[config.mk]
export PLATFORM = sky130hd
export DESIGN_NAME = sjf_ready_queue_dispatcher
export DESIGN_NICKNAME = d
export VERILOG_FILES = /design/src/rtl/core/sjfq_pkg.sv /design/src/rtl/core/sjfq_cell.sv /design/src/rtl/core/sjf_ready_queue_dispatcher.sv
export SDC_FILE = /design/constraint.sdc
export NUM_CORES = 2
export LEC_CHECK = 0
export BUFFER_PORTS_ARGS = -buffer_cell sky130_fd_sc_hd__buf_4
export CAP_MARGIN = 25
export CELL_PAD_IN_SITES_DETAIL_PLACEMENT = 1
export CELL_PAD_IN_SITES_GLOBAL_PLACEMENT = 2
export CORE_ASPECT_RATIO = 0.7
export CORE_MARGIN = 5
export CORE_UTILIZATION = 45
export DETAILED_ROUTE_END_ITERATION = 12
export PLACE_DENSITY_LB_ADDON = 0.2
export REMOVE_ABC_BUFFERS = 1
export SLEW_MARGIN = 20
export SYNTH_ARGS = -nofsm -noshare
export SYNTH_HDL_FRONTEND = slang
export SYNTH_HIERARCHICAL = 1
export SYNTH_SLANG_ARGS = --single-unit
[constraint.sdc]
create_clock -name clock -period 17.2 [get_ports clock]
set_input_delay 1.72 -clock clock [delete_from_list [all_inputs] [get_ports clock]]
set_output_delay 1.72 -clock clock [all_outputs]
set_load 0.01 [all_outputs]
[src/rtl/core/sjfq_pkg.sv]
package sjfq_pkg;

   // Width of the waiting count reported with each result item
   localparam int WAIT_W = 5;

   // Operation codes of an input item
   typedef enum logic [1:0] {
      OP_ENQUEUE = 2'd0,
      OP_SWITCH  = 2'd1,
      OP_TICK    = 2'd2
   } op_type;

   // One ready entry held by a queue cell
   typedef struct packed {
      logic [15:0] proc_id;
      logic [15:0] burst_len;
      logic [31:0] arrival;
   } entry_type;

   // Per-cell control from the sequencer
   typedef struct packed {
      logic write;   // load the enqueued entry
      logic shift;   // take the neighbor's entry (queue rotates toward cell 0)
      logic insert;  // on shift, take the head entry instead (tail of the ring)
   } cell_ctrl_type;

   // Input item
   typedef struct packed {
      logic [1:0]  operation;
      logic [15:0] proc_id;
      logic [15:0] burst_len;
      logic [31:0] arrival;
   } req_type;

   // Result item
   typedef struct packed {
      logic              busy_res;
      logic [15:0]       active_id;
      logic [15:0]       time_left;
      logic              dispatched;
      logic              finished;
      logic [15:0]       finished_id;
      logic [WAIT_W-1:0] waiting;
      logic [31:0]       elapsed;
      logic              rejected;
   } rsp_type;

   // True when entry a goes before entry b: least burst, earliest arrival, smallest id
   function automatic logic prefer(entry_type a, entry_type b);
      logic result;
      if (a.burst_len != b.burst_len) begin
         result = (a.burst_len < b.burst_len);
      end else if (a.arrival != b.arrival) begin
         result = (a.arrival < b.arrival);
      end else begin
         result = (a.proc_id < b.proc_id);
      end
      return result;
   endfunction

endpackage

[src/rtl/core/sjfq_cell.sv]
module sjfq_cell (
   input  logic                  clock,
   input  sjfq_pkg::cell_ctrl_type ctrl,
   input  sjfq_pkg::entry_type   wr_entry,
   input  sjfq_pkg::entry_type   head_entry,
   input  sjfq_pkg::entry_type   next_entry,
   output sjfq_pkg::entry_type   entry
);
   import sjfq_pkg::*;

   entry_type entry_ff;
   entry_type entry_in;

   // Pick the next content: enqueue load, ring insert, shift from neighbor, or hold
   always_comb begin
      entry_in = entry_ff;
      if (ctrl.write) begin
         entry_in = wr_entry;
      end else if (ctrl.shift) begin
         entry_in = ctrl.insert ? head_entry : next_entry;
      end
   end

   // Hold the entry
   always_ff @(posedge clock) begin
      entry_ff <= entry_in;
   end

   assign entry = entry_ff;

endmodule

[src/rtl/core/sjf_ready_queue_dispatcher.sv]
// Shortest-job-first ready queue dispatcher. Entries sit in a row of QUEUE_DEPTH cells in
// enqueue order, cell 0 at the head. Every input item yields exactly one result item. An
// enqueue, a tick that does not finish its process, an unused code, or a switch or finishing
// tick on an empty queue goes from acceptance to the report state, which loads the result
// register; the next item can be taken once that result is loaded. A switch, or a tick that
// finishes the running process, with entries waiting passes through the scan and drop
// states first: the row rotates once through its head cell while the best entry is tracked,
// then rotates once more and drops that entry, which leaves the rest compacted in their
// original order. The block takes one item at a time; req_stall stays high until the item's
// result is loaded. A loaded result waits for the sink without holding off acceptance of the
// next item, but while it still waits on rsp_stall the next result is not loaded.
module sjf_ready_queue_dispatcher #(
   parameter int QUEUE_DEPTH = 16
) (
   input  logic              clock,
   input  logic              reset,
   input  logic              req_valid,
   output logic              req_stall,
   input  sjfq_pkg::req_type req_data,
   output logic              rsp_valid,
   input  logic              rsp_stall,
   output sjfq_pkg::rsp_type rsp_data
);
   import sjfq_pkg::*;

   localparam int CW = $clog2(QUEUE_DEPTH + 1);

   typedef enum logic [1:0] {
      S_IDLE,
      S_SCAN,
      S_DROP,
      S_REPORT
   } state_type;

   state_type     state_ff;
   logic [CW-1:0] slot_count_ff;
   logic [CW-1:0] scan_len_ff;
   logic [CW-1:0] step_ff;
   logic [CW-1:0] best_idx_ff;
   entry_type     best_ff;
   logic          run_valid_ff;
   logic [15:0]   run_id_ff;
   logic [15:0]   run_left_ff;
   logic [31:0]   tick_total_ff;
   logic          dispatched_ff;
   logic          finished_ff;
   logic [15:0]   fin_id_ff;
   logic          rejected_ff;
   logic          rsp_valid_ff;
   rsp_type       rsp_data_ff;

   entry_type     cell_q [QUEUE_DEPTH];
   entry_type     head_entry;
   entry_type     wr_entry;
   logic [CW-1:0] tail_idx;
   logic          accept;
   logic          enq_fire;
   logic          rot_en;
   logic          rot_keep;
   logic          last_step;

   assign accept     = (state_ff == S_IDLE) && req_valid;
   assign enq_fire   = accept && (req_data.operation == OP_ENQUEUE)
                       && (slot_count_ff < CW'(QUEUE_DEPTH));
   assign rot_en     = (state_ff == S_SCAN) || (state_ff == S_DROP);
   assign rot_keep   = (state_ff == S_SCAN) || (step_ff != best_idx_ff);
   assign tail_idx   = slot_count_ff - CW'(1);
   assign last_step  = (step_ff == scan_len_ff - CW'(1));
   assign head_entry = cell_q[0];

   assign wr_entry.proc_id   = req_data.proc_id;
   assign wr_entry.burst_len = req_data.burst_len;
   assign wr_entry.arrival   = req_data.arrival;

   // Row of queue cells; each shifts toward the head, the tail cell takes the head back
   for (genvar g = 0; g < QUEUE_DEPTH; g++) begin : g_cell
      cell_ctrl_type ctrl;
      entry_type     next_entry;

      assign ctrl.write  = enq_fire && (CW'(g) == slot_count_ff);
      assign ctrl.shift  = rot_en;
      assign ctrl.insert = rot_keep && (CW'(g) == tail_idx);

      if (g < QUEUE_DEPTH - 1) begin : g_mid
         assign next_entry = cell_q[g + 1];
      end else begin : g_end
         assign next_entry = cell_q[g];
      end

      sjfq_cell u_cell (
         .clock      (clock),
         .ctrl       (ctrl),
         .wr_entry   (wr_entry),
         .head_entry (head_entry),
         .next_entry (next_entry),
         .entry      (cell_q[g])
      );
   end

   // Sequencer: decode items, run the scan and drop passes, load the result register
   always_ff @(posedge clock) begin
      if (reset) begin
         state_ff      <= S_IDLE;
         slot_count_ff <= '0;
         run_valid_ff  <= 1'b0;
         run_id_ff     <= '0;
         run_left_ff   <= '0;
         tick_total_ff <= '0;
         rsp_valid_ff  <= 1'b0;
      end else begin
         // Drop a taken result unless the report state loads a new one this cycle
         if (rsp_valid_ff && !rsp_stall && (state_ff != S_REPORT)) begin
            rsp_valid_ff <= 1'b0;
         end
         unique case (state_ff)
            S_IDLE: begin
               if (req_valid) begin
                  dispatched_ff <= 1'b0;
                  finished_ff   <= 1'b0;
                  fin_id_ff     <= '0;
                  rejected_ff   <= 1'b0;
                  step_ff       <= '0;
                  scan_len_ff   <= slot_count_ff;
                  state_ff      <= S_REPORT;
                  unique case (req_data.operation)
                     OP_ENQUEUE: begin
                        if (slot_count_ff < CW'(QUEUE_DEPTH)) begin
                           slot_count_ff <= slot_count_ff + CW'(1);
                        end else begin
                           rejected_ff <= 1'b1;
                        end
                     end
                     OP_SWITCH: begin
                        finished_ff  <= run_valid_ff;
                        fin_id_ff    <= run_valid_ff ? run_id_ff : 16'd0;
                        run_valid_ff <= 1'b0;
                        run_id_ff    <= '0;
                        run_left_ff  <= '0;
                        if (slot_count_ff != '0) begin
                           state_ff <= S_SCAN;
                        end
                     end
                     OP_TICK: begin
                        tick_total_ff <= tick_total_ff + 32'd1;
                        if (run_valid_ff) begin
                           if (run_left_ff <= 16'd1) begin
                              finished_ff  <= 1'b1;
                              fin_id_ff    <= run_id_ff;
                              run_valid_ff <= 1'b0;
                              run_id_ff    <= '0;
                              run_left_ff  <= '0;
                              if (slot_count_ff != '0) begin
                                 state_ff <= S_SCAN;
                              end
                           end else begin
                              run_left_ff <= run_left_ff - 16'd1;
                           end
                        end
                     end
                     default: begin
                        // unused code: report status only
                     end
                  endcase
               end
            end
            S_SCAN: begin
               // Track the best entry as the row rotates past the head; first wins ties
               if ((step_ff == '0) || prefer(head_entry, best_ff)) begin
                  best_ff     <= head_entry;
                  best_idx_ff <= step_ff;
               end
               if (last_step) begin
                  step_ff  <= '0;
                  state_ff <= S_DROP;
               end else begin
                  step_ff <= step_ff + CW'(1);
               end
            end
            S_DROP: begin
               // Drop the best entry as it leaves the head; others return to the tail
               if (step_ff == best_idx_ff) begin
                  slot_count_ff <= slot_count_ff - CW'(1);
               end
               if (last_step) begin
                  run_valid_ff  <= 1'b1;
                  run_id_ff     <= best_ff.proc_id;
                  run_left_ff   <= best_ff.burst_len;
                  dispatched_ff <= 1'b1;
                  state_ff      <= S_REPORT;
               end else begin
                  step_ff <= step_ff + CW'(1);
               end
            end
            S_REPORT: begin
               if (!rsp_valid_ff || !rsp_stall) begin
                  rsp_valid_ff             <= 1'b1;
                  rsp_data_ff.busy_res     <= run_valid_ff;
                  rsp_data_ff.active_id    <= run_id_ff;
                  rsp_data_ff.time_left    <= run_left_ff;
                  rsp_data_ff.dispatched   <= dispatched_ff;
                  rsp_data_ff.finished     <= finished_ff;
                  rsp_data_ff.finished_id  <= fin_id_ff;
                  rsp_data_ff.waiting      <= WAIT_W'(slot_count_ff);
                  rsp_data_ff.elapsed      <= tick_total_ff;
                  rsp_data_ff.rejected     <= rejected_ff;
                  state_ff                 <= S_IDLE;
               end
            end
            default: begin
               state_ff <= S_IDLE;
            end
         endcase
      end
   end

   assign req_stall = (state_ff != S_IDLE);
   assign rsp_valid = rsp_valid_ff;
   assign rsp_data  = rsp_data_ff;

`ifndef ASSERT_OFF
   // Queue occupancy never passes the depth
   assert property (@(posedge clock) disable iff (reset)
      slot_count_ff <= CW'(QUEUE_DEPTH))
      else $error("queue count above depth");

   // An accepted item raises req_stall in the cycle after acceptance
   assert property (@(posedge clock) disable iff (reset)
      (req_valid && !req_stall) |=> req_stall)
      else $error("item accepted while previous item in progress");

   // An idle result reports no running id and no remaining time
   assert property (@(posedge clock) disable iff (reset)
      (rsp_valid && !rsp_data.busy_res) |->
         (rsp_data.active_id == 16'd0 && rsp_data.time_left == 16'd0))
      else $error("idle result carries running process fields");

   // A finished id appears only with the finished flag
   assert property (@(posedge clock) disable iff (reset)
      (rsp_valid && !rsp_data.finished) |-> (rsp_data.finished_id == 16'd0))
      else $error("finished id without finished flag");

   // Dispatch leaves a running process behind
   assert property (@(posedge clock) disable iff (reset)
      (rsp_valid && rsp_data.dispatched) |-> rsp_data.busy_res)
      else $error("dispatch without running process");
`endif

endmodule
Word-level counts from Yosys, hierarchy flattened
Cells that the tools add are included.
{ "classes": {"mux": 101, "n_div": 0, "n_lt_le_gt_ge": 5, "addsub": 6, "mul": 0, "eq_ne": 53, "bitwise_logic": 1, "shifts": 0, "reduce_logical": 82} }
{ "op_table": {"columns": ["operator", "count"], "rows": [
  ["$mux W64", 48],
  ["$mux W16", 11],
  ["$pmux W16 S2", 5],
  ["$eq A4 B5 Y1 const A", 16],
  ["$eq A3 B5 Y1 const A", 8],
  ["$reduce_bool A2 Y1", 19],
  ["$logic_and A1 B1 Y1", 37],
  ["$mux W5", 7],
  ["$add A32 B1 Y32 const B", 1],
  ["$lt A16 B16 Y1", 2],
  ["$lt A32 B32 Y1", 1],
  ["$ne A32 B32 Y1", 1],
  ["$eq A2 B5 Y1 const A", 4],
  ["$le A16 B1 Y1 const B", 1],
  ["$ne A16 B16 Y1", 1],
  ["$reduce_and A4 Y1", 4],
  ["$sub A16 B1 Y16 const B", 1],
  ["$logic_not A5 Y1", 3],
  ["$mux W1", 15],
  ["$pmux W5 S3", 1],
  ["$mux W2", 7],
  ["$ne A2 B2 Y1 const B", 7],
  ["$reduce_and A3 Y1", 4],
  ["$add A5 B1 Y5 const B", 2],
  ["23 further kinds", 42]
]} }
{ "word_totals": {"romBits": 0, "word_cells": 322, "output_inout_bits": 91, "latchBits": 0, "register_bits": 1284, "in_bits": 70, "n_memories": 0, "mem_bits_rw": 0} }

Logic depth before layout (Yosys ltp)
{ "depth": {"depth_word": 7, "depth_mapped": 11, "mapped_depth_nobuf": 9} }

Cells and area by module
Netlist, hierarchy kept.
{ "by_module_without_submodules": {"columns": ["module", "cells_each", "seq_area_each_um2", "area_per_inst_um2", "n_inst"], "rows": [
  ["sjfq_cell", 278, 1921.8, 3329.4, 16],
  ["sjf_ready_queue_dispatcher", 1012, 7076.8, 11748.8, 1]
]} }

Worst setup path after synthesis
No wires, ideal clock.
{ "synth_path": {"path_kind": "input -> register", "from": "input reset", "to": "register best_ff[0] (netlist bit) (enable)", "n_path_buf": 1, "stages": 4, "t_arrival_ns": 5.540, "setup_time_ns": 0.519, "path_slack_ns": 11.141, "required_ns": 16.681, "cell_sequence": "clkbuf_1 > inv_1 > o311ai_0 > a21oi_1"} }
{ "synth_between": {"elab_chain_len": 2} }
{ "synth_lines": {"columns": ["item", "line_no", "source"], "rows": [
  ["start, declared", "sjf_ready_queue_dispatcher.sv:16", "input logic reset,"],
  ["$not A1 Y1 (no source line)", null, null],
  ["$reduce_and A3 Y1 (no source line)", null, null],
  ["end signal, assigned", "sjf_ready_queue_dispatcher.sv:169", "best_ff <= head_entry;"],
  ["end, declared", "sjf_ready_queue_dispatcher.sv:40", "entry_type best_ff;"]
]} }
Every way passes these cells.
A chain may end at the register's enable or synchronous reset.

Worst setup path in the final report
{ "layout_path": {"from": "register g_cell[0].u_cell.entry_ff (netlist bit g_cell[0].u_cell/entry[1])", "to": "register best_ff[19] (netlist bit) (enable)"} }
{ "layout_between": {"elab_chain_len": 7, "elab_cells_between_ends": 8, "cone_classes": "order compare: 1; eq/ne: 1; mux: 4; reduce/logical: 2"} }
{ "layout_lines": {"columns": ["item", "line_no", "source"], "rows": [
  ["start, declared", "sjfq_cell.sv:11", "entry_type entry_ff;"],
  ["start signal, assigned", "sjfq_cell.sv:26", "entry_ff <= entry_in;"],
  ["$lt A32 B32 Y1 or $ne A32 B32 Y1 (tied branches)", "sjfq_pkg.sv:54, sjfq_pkg.sv:53", null],
  ["$mux W1 (*)", "sjfq_pkg.sv:53", "end else if (a.arrival != b.arrival) begin"],
  ["$mux W1 (*)", "sjfq_pkg.sv:51", "if (a.burst_len != b.burst_len) begin"],
  ["$mux W1 (*)", "sjf_ready_queue_dispatcher.sv:115", "unique case (state_ff)"],
  ["$mux W1 (*)", "sjf_ready_queue_dispatcher.sv:102", "if (reset) begin"],
  ["$logic_or A1 B1 Y1 (*)", "sjf_ready_queue_dispatcher.sv:168", "if ((step_ff == '0) || prefer(head_entry, best_ff)) begin"],
  ["$reduce_and A3 Y1 (no source line) (*)", null, null]
]} }
Every way passes the cells marked *; elsewhere a longest branch is shown, timed or not. The select of a mux whose other input is x is not followed.

==> results.json <==
{
  "gp_congestion": 0.787,
  "mostFrequentLayoutCells": "edfxtp_1, nand2_1, mux2i_1",
  "cts_made_buffers": 137,
  "required_ns": 17.60,
  "cts_tree": "done",
  "crit_fanout": 53,
  "p_leak_nw": 21.6,
  "cts_buffer_depth": 3,
  "drive_above_1_share_pct": 9.79,
  "antenna_found_initial": 3,
  "vias": 44900,
  "wl_mm": 206,
  "synth_edf_count": 1211,
  "yosysTopAreaCellShare_pct": 55.9,
  "synth_xor_area_share_pct": 0.579,
  "core_area_sq_mm": 0.143,
  "rows": 116,
  "seq_area_frac_synth_pct": 58.2,
  "drc": 0,
  "startpoint_type": "register",
  "setup_viol": 0,
  "fin_nets": 5679,
  "postCtsResizedCells": 0,
  "portBuffers": 160,
  "grt_first_pass_wirelength_mm": 306,
  "htree_num_levels": 4,
  "die_h_um": 328,
  "critical_path_class": "register to register",
  "ant_nets": 0,
  "synth_top_flop_cell": "edfxtp_1",
  "worstSkewPairLatency_ns": 0.79,
  "hold_viol": 0,
  "worstHoldPathCells": 0,
  "cts_root_buffer": "clkbuf_16",
  "rsz0062_at_grt": "no",
  "tightest_slew_ns": 1.15,
  "final_common_cell": "edfxtp_1",
  "period_share_pct": 29.4,
  "drt_iter0_drc": 4103,
  "fmax_ghz": 0.198,
  "synthTopCellsByArea": "edfxtp_1, mux2i_1, o21ai_1",
  "wire_per_inst_um": 27.3,
  "slew_violations": 0,
  "instances_no_fill": 7529,
  "io_pins": 161,
  "irDropWorstVdd_mv": 0.191,
  "start_util_pct": 45.4,
  "synthSimpleGateAreaFrac_pct": 8.51,
  "area_growth_pct": 9.38,
  "yosys.area.top_type": "edfxtp_1",
  "grt_start_max_net_pins": 91,
  "post-cts-setup-buffer-count": 0,
  "rr_worst_depth": 9,
  "first_global_vias": 46200,
  "dieArea_sq_mm": 0.152,
  "critPathCaptureType": "register",
  "tns_ns": 0,
  "track_usage_pct": 26.5,
  "min_period_ns": 5.05,
  "finClkSkew_ns": 0.0247,
  "clock-sinks": 1284,
  "die_x_um": 464,
  "synthMuxAreaShare_pct": 15.9,
  "fill_cells": 14800,
  "synth_top_family_by_area": "multiplexers",
  "arrival_ns": 5.45,
  "hold_path_class": "register to register",
  "outcome": "finished clean",
  "ys_types": 66,
  "cts.clk_slew.worst_paths_ns": 0.06,
  "synth_area_per_cell_sq_um": 11.9,
  "p_per_area_mw_per_mm2": 195,
  "relSlewSlack_pct": 23.2,
  "syn-cell-area_sq_mm": 0.0650,
  "overflow": 0,
  "placed_cells": 7267,
  "synth-warning-count": 6,
  "via_per_inst": 5.97,
  "maxCapViolations": 0,
  "postCtsHoldBufs": 0,
  "synthArstFlopShare_pct": 0,
  "hpwl_mm": 126,
  "synthCells": 5460,
  "synth_compound_area_share_pct": 9.55,
  "ys_seq_elements": 1284,
  "synthAdderAreaFrac_pct": 1.60,
  "drt_first_pass_iters": 5
}
[critical path: stages, from the launching register on]
cell and delay [ns]:
edfxtp_1 0.35, buf_4 0.22, ha_1 0.33, nand4_1 0.38, o211ai_1 0.19, a221oi_1 0.82, buf_4 0.26, o2111ai_2 0.46
a21oi_4 0.71, buf_4 0.80
[per-stage QoR]
step	setup slack, ns	cell area [sq um]	utilization [%]	power [mW]	hold slack, ns
2_1_floorplan	9.23	61700	-	8.96	0.400
3_3_place_gp	11.54	66500	46.4	10.8	0.402
3_5_place_dp	11.51	66600	46.5	11.0	0.406
4_1_cts	12.10	70900	49.5	13.9	0.419
5_1_grt	11.97	71100	49.6	14.6	0.423
6_report	12.15	71100	49.6	13.9	0.414
[synth_stat cells, types with 23 or more instances]
cell	number
edfxtp_1	1211
nand2_1	1075
mux2i_1	1029
o21ai_1	960
buf_2	121
clkbuf_1	118
o21ai_0	109
nor2_1	100
buf_12	96
inv_1	90
ha_1	83
dfxtp_1	73
a21oi_1	64
nand4_1	40
nand3_1	31
and2_1	23
xnor2_1	23
[metal layers]
layer | vias up | share of wire, % | GRT usage, %
li1 | 20100 | - | -
met1 | 23300 | 47 | 38.9
met2 | 1274 | 45 | 41.8
met3 | 262 | 5.4 | 3.44
met4 | 2 | 2.2 | 6.73
met5 | - | 0.0063 | 0
[registers in the layout, summed over array words and instances (netlist names)]
| signal | cells |
|---|---|
| rsp_data | 89 |
| state_ff | 2 |
| run_id_ff | 16 |
| best_ff | 64 |
| rejected_ff | 1 |
| g_cell.u_cell/entry | 1024 |
| fin_id_ff | 16 |
| dispatched_ff | 1 |
| run_left_ff | 16 |
| run_valid_ff | 1 |
| best_idx_ff | 5 |
| scan_len_ff | 5 |
| slot_count_ff | 5 |
| rsp_valid | 1 |
| tick_total_ff | 32 |
| step_ff | 5 |
| finished_ff | 1 |
[power by group]
| group | internal, mW | switching (mW) | total (mW) | leakage [nW] |
|---|---|---|---|---|
| Combinational | 1.30 | 3.19 | 4.49 | 7.34 |
| Clock | 1.66 | 1.28 | 2.94 | 2.12 |
| Sequential | 5.82 | 0.648 | 6.47 | 12.1 |
| Total | 8.78 | 5.12 | 13.9 | 21.6 |
[cells by family after synthesis]
group                      after synthesis
buffers and inverters                  462
xor gates and xnor gates                43
and+or+nand+nor                       1356
AOI/OAI and AO/OA                     1200
adders and majority gates               83
muxes                                 1032
DFF                                   1284
[final timing paths]
path	from	to	slack, ns
setup / recovery	g_cell[0].u_cell/entry[1]$_DFFE_PP_	best_ff[19]$_DFFE_PP_	12.15
hold / removal	fin_id_ff[14]$_DFFE_PP_	rsp_data[52]$_DFFE_PP_	0.41
setup reg to reg	g_cell[0].u_cell/entry[1]$_DFFE_PP_	best_ff[19]$_DFFE_PP_	12.15
hold reg to reg	fin_id_ff[14]$_DFFE_PP_	rsp_data[52]$_DFFE_PP_	0.41
[cell type report]
type,instances,area (sq um),area share [%]
repair buffers,299,2430,3.42
diodes,3,7.51,0.0106
clock buffers,185,3850,5.41
flip-flops and latches,1284,37800,53.2
well taps,1888,2360,3.32
clock inverters,66,480,0.676
multi-input cells,3714,23800,33.5
inverters,90,338,0.475
(Power assumes the default switching activity.)
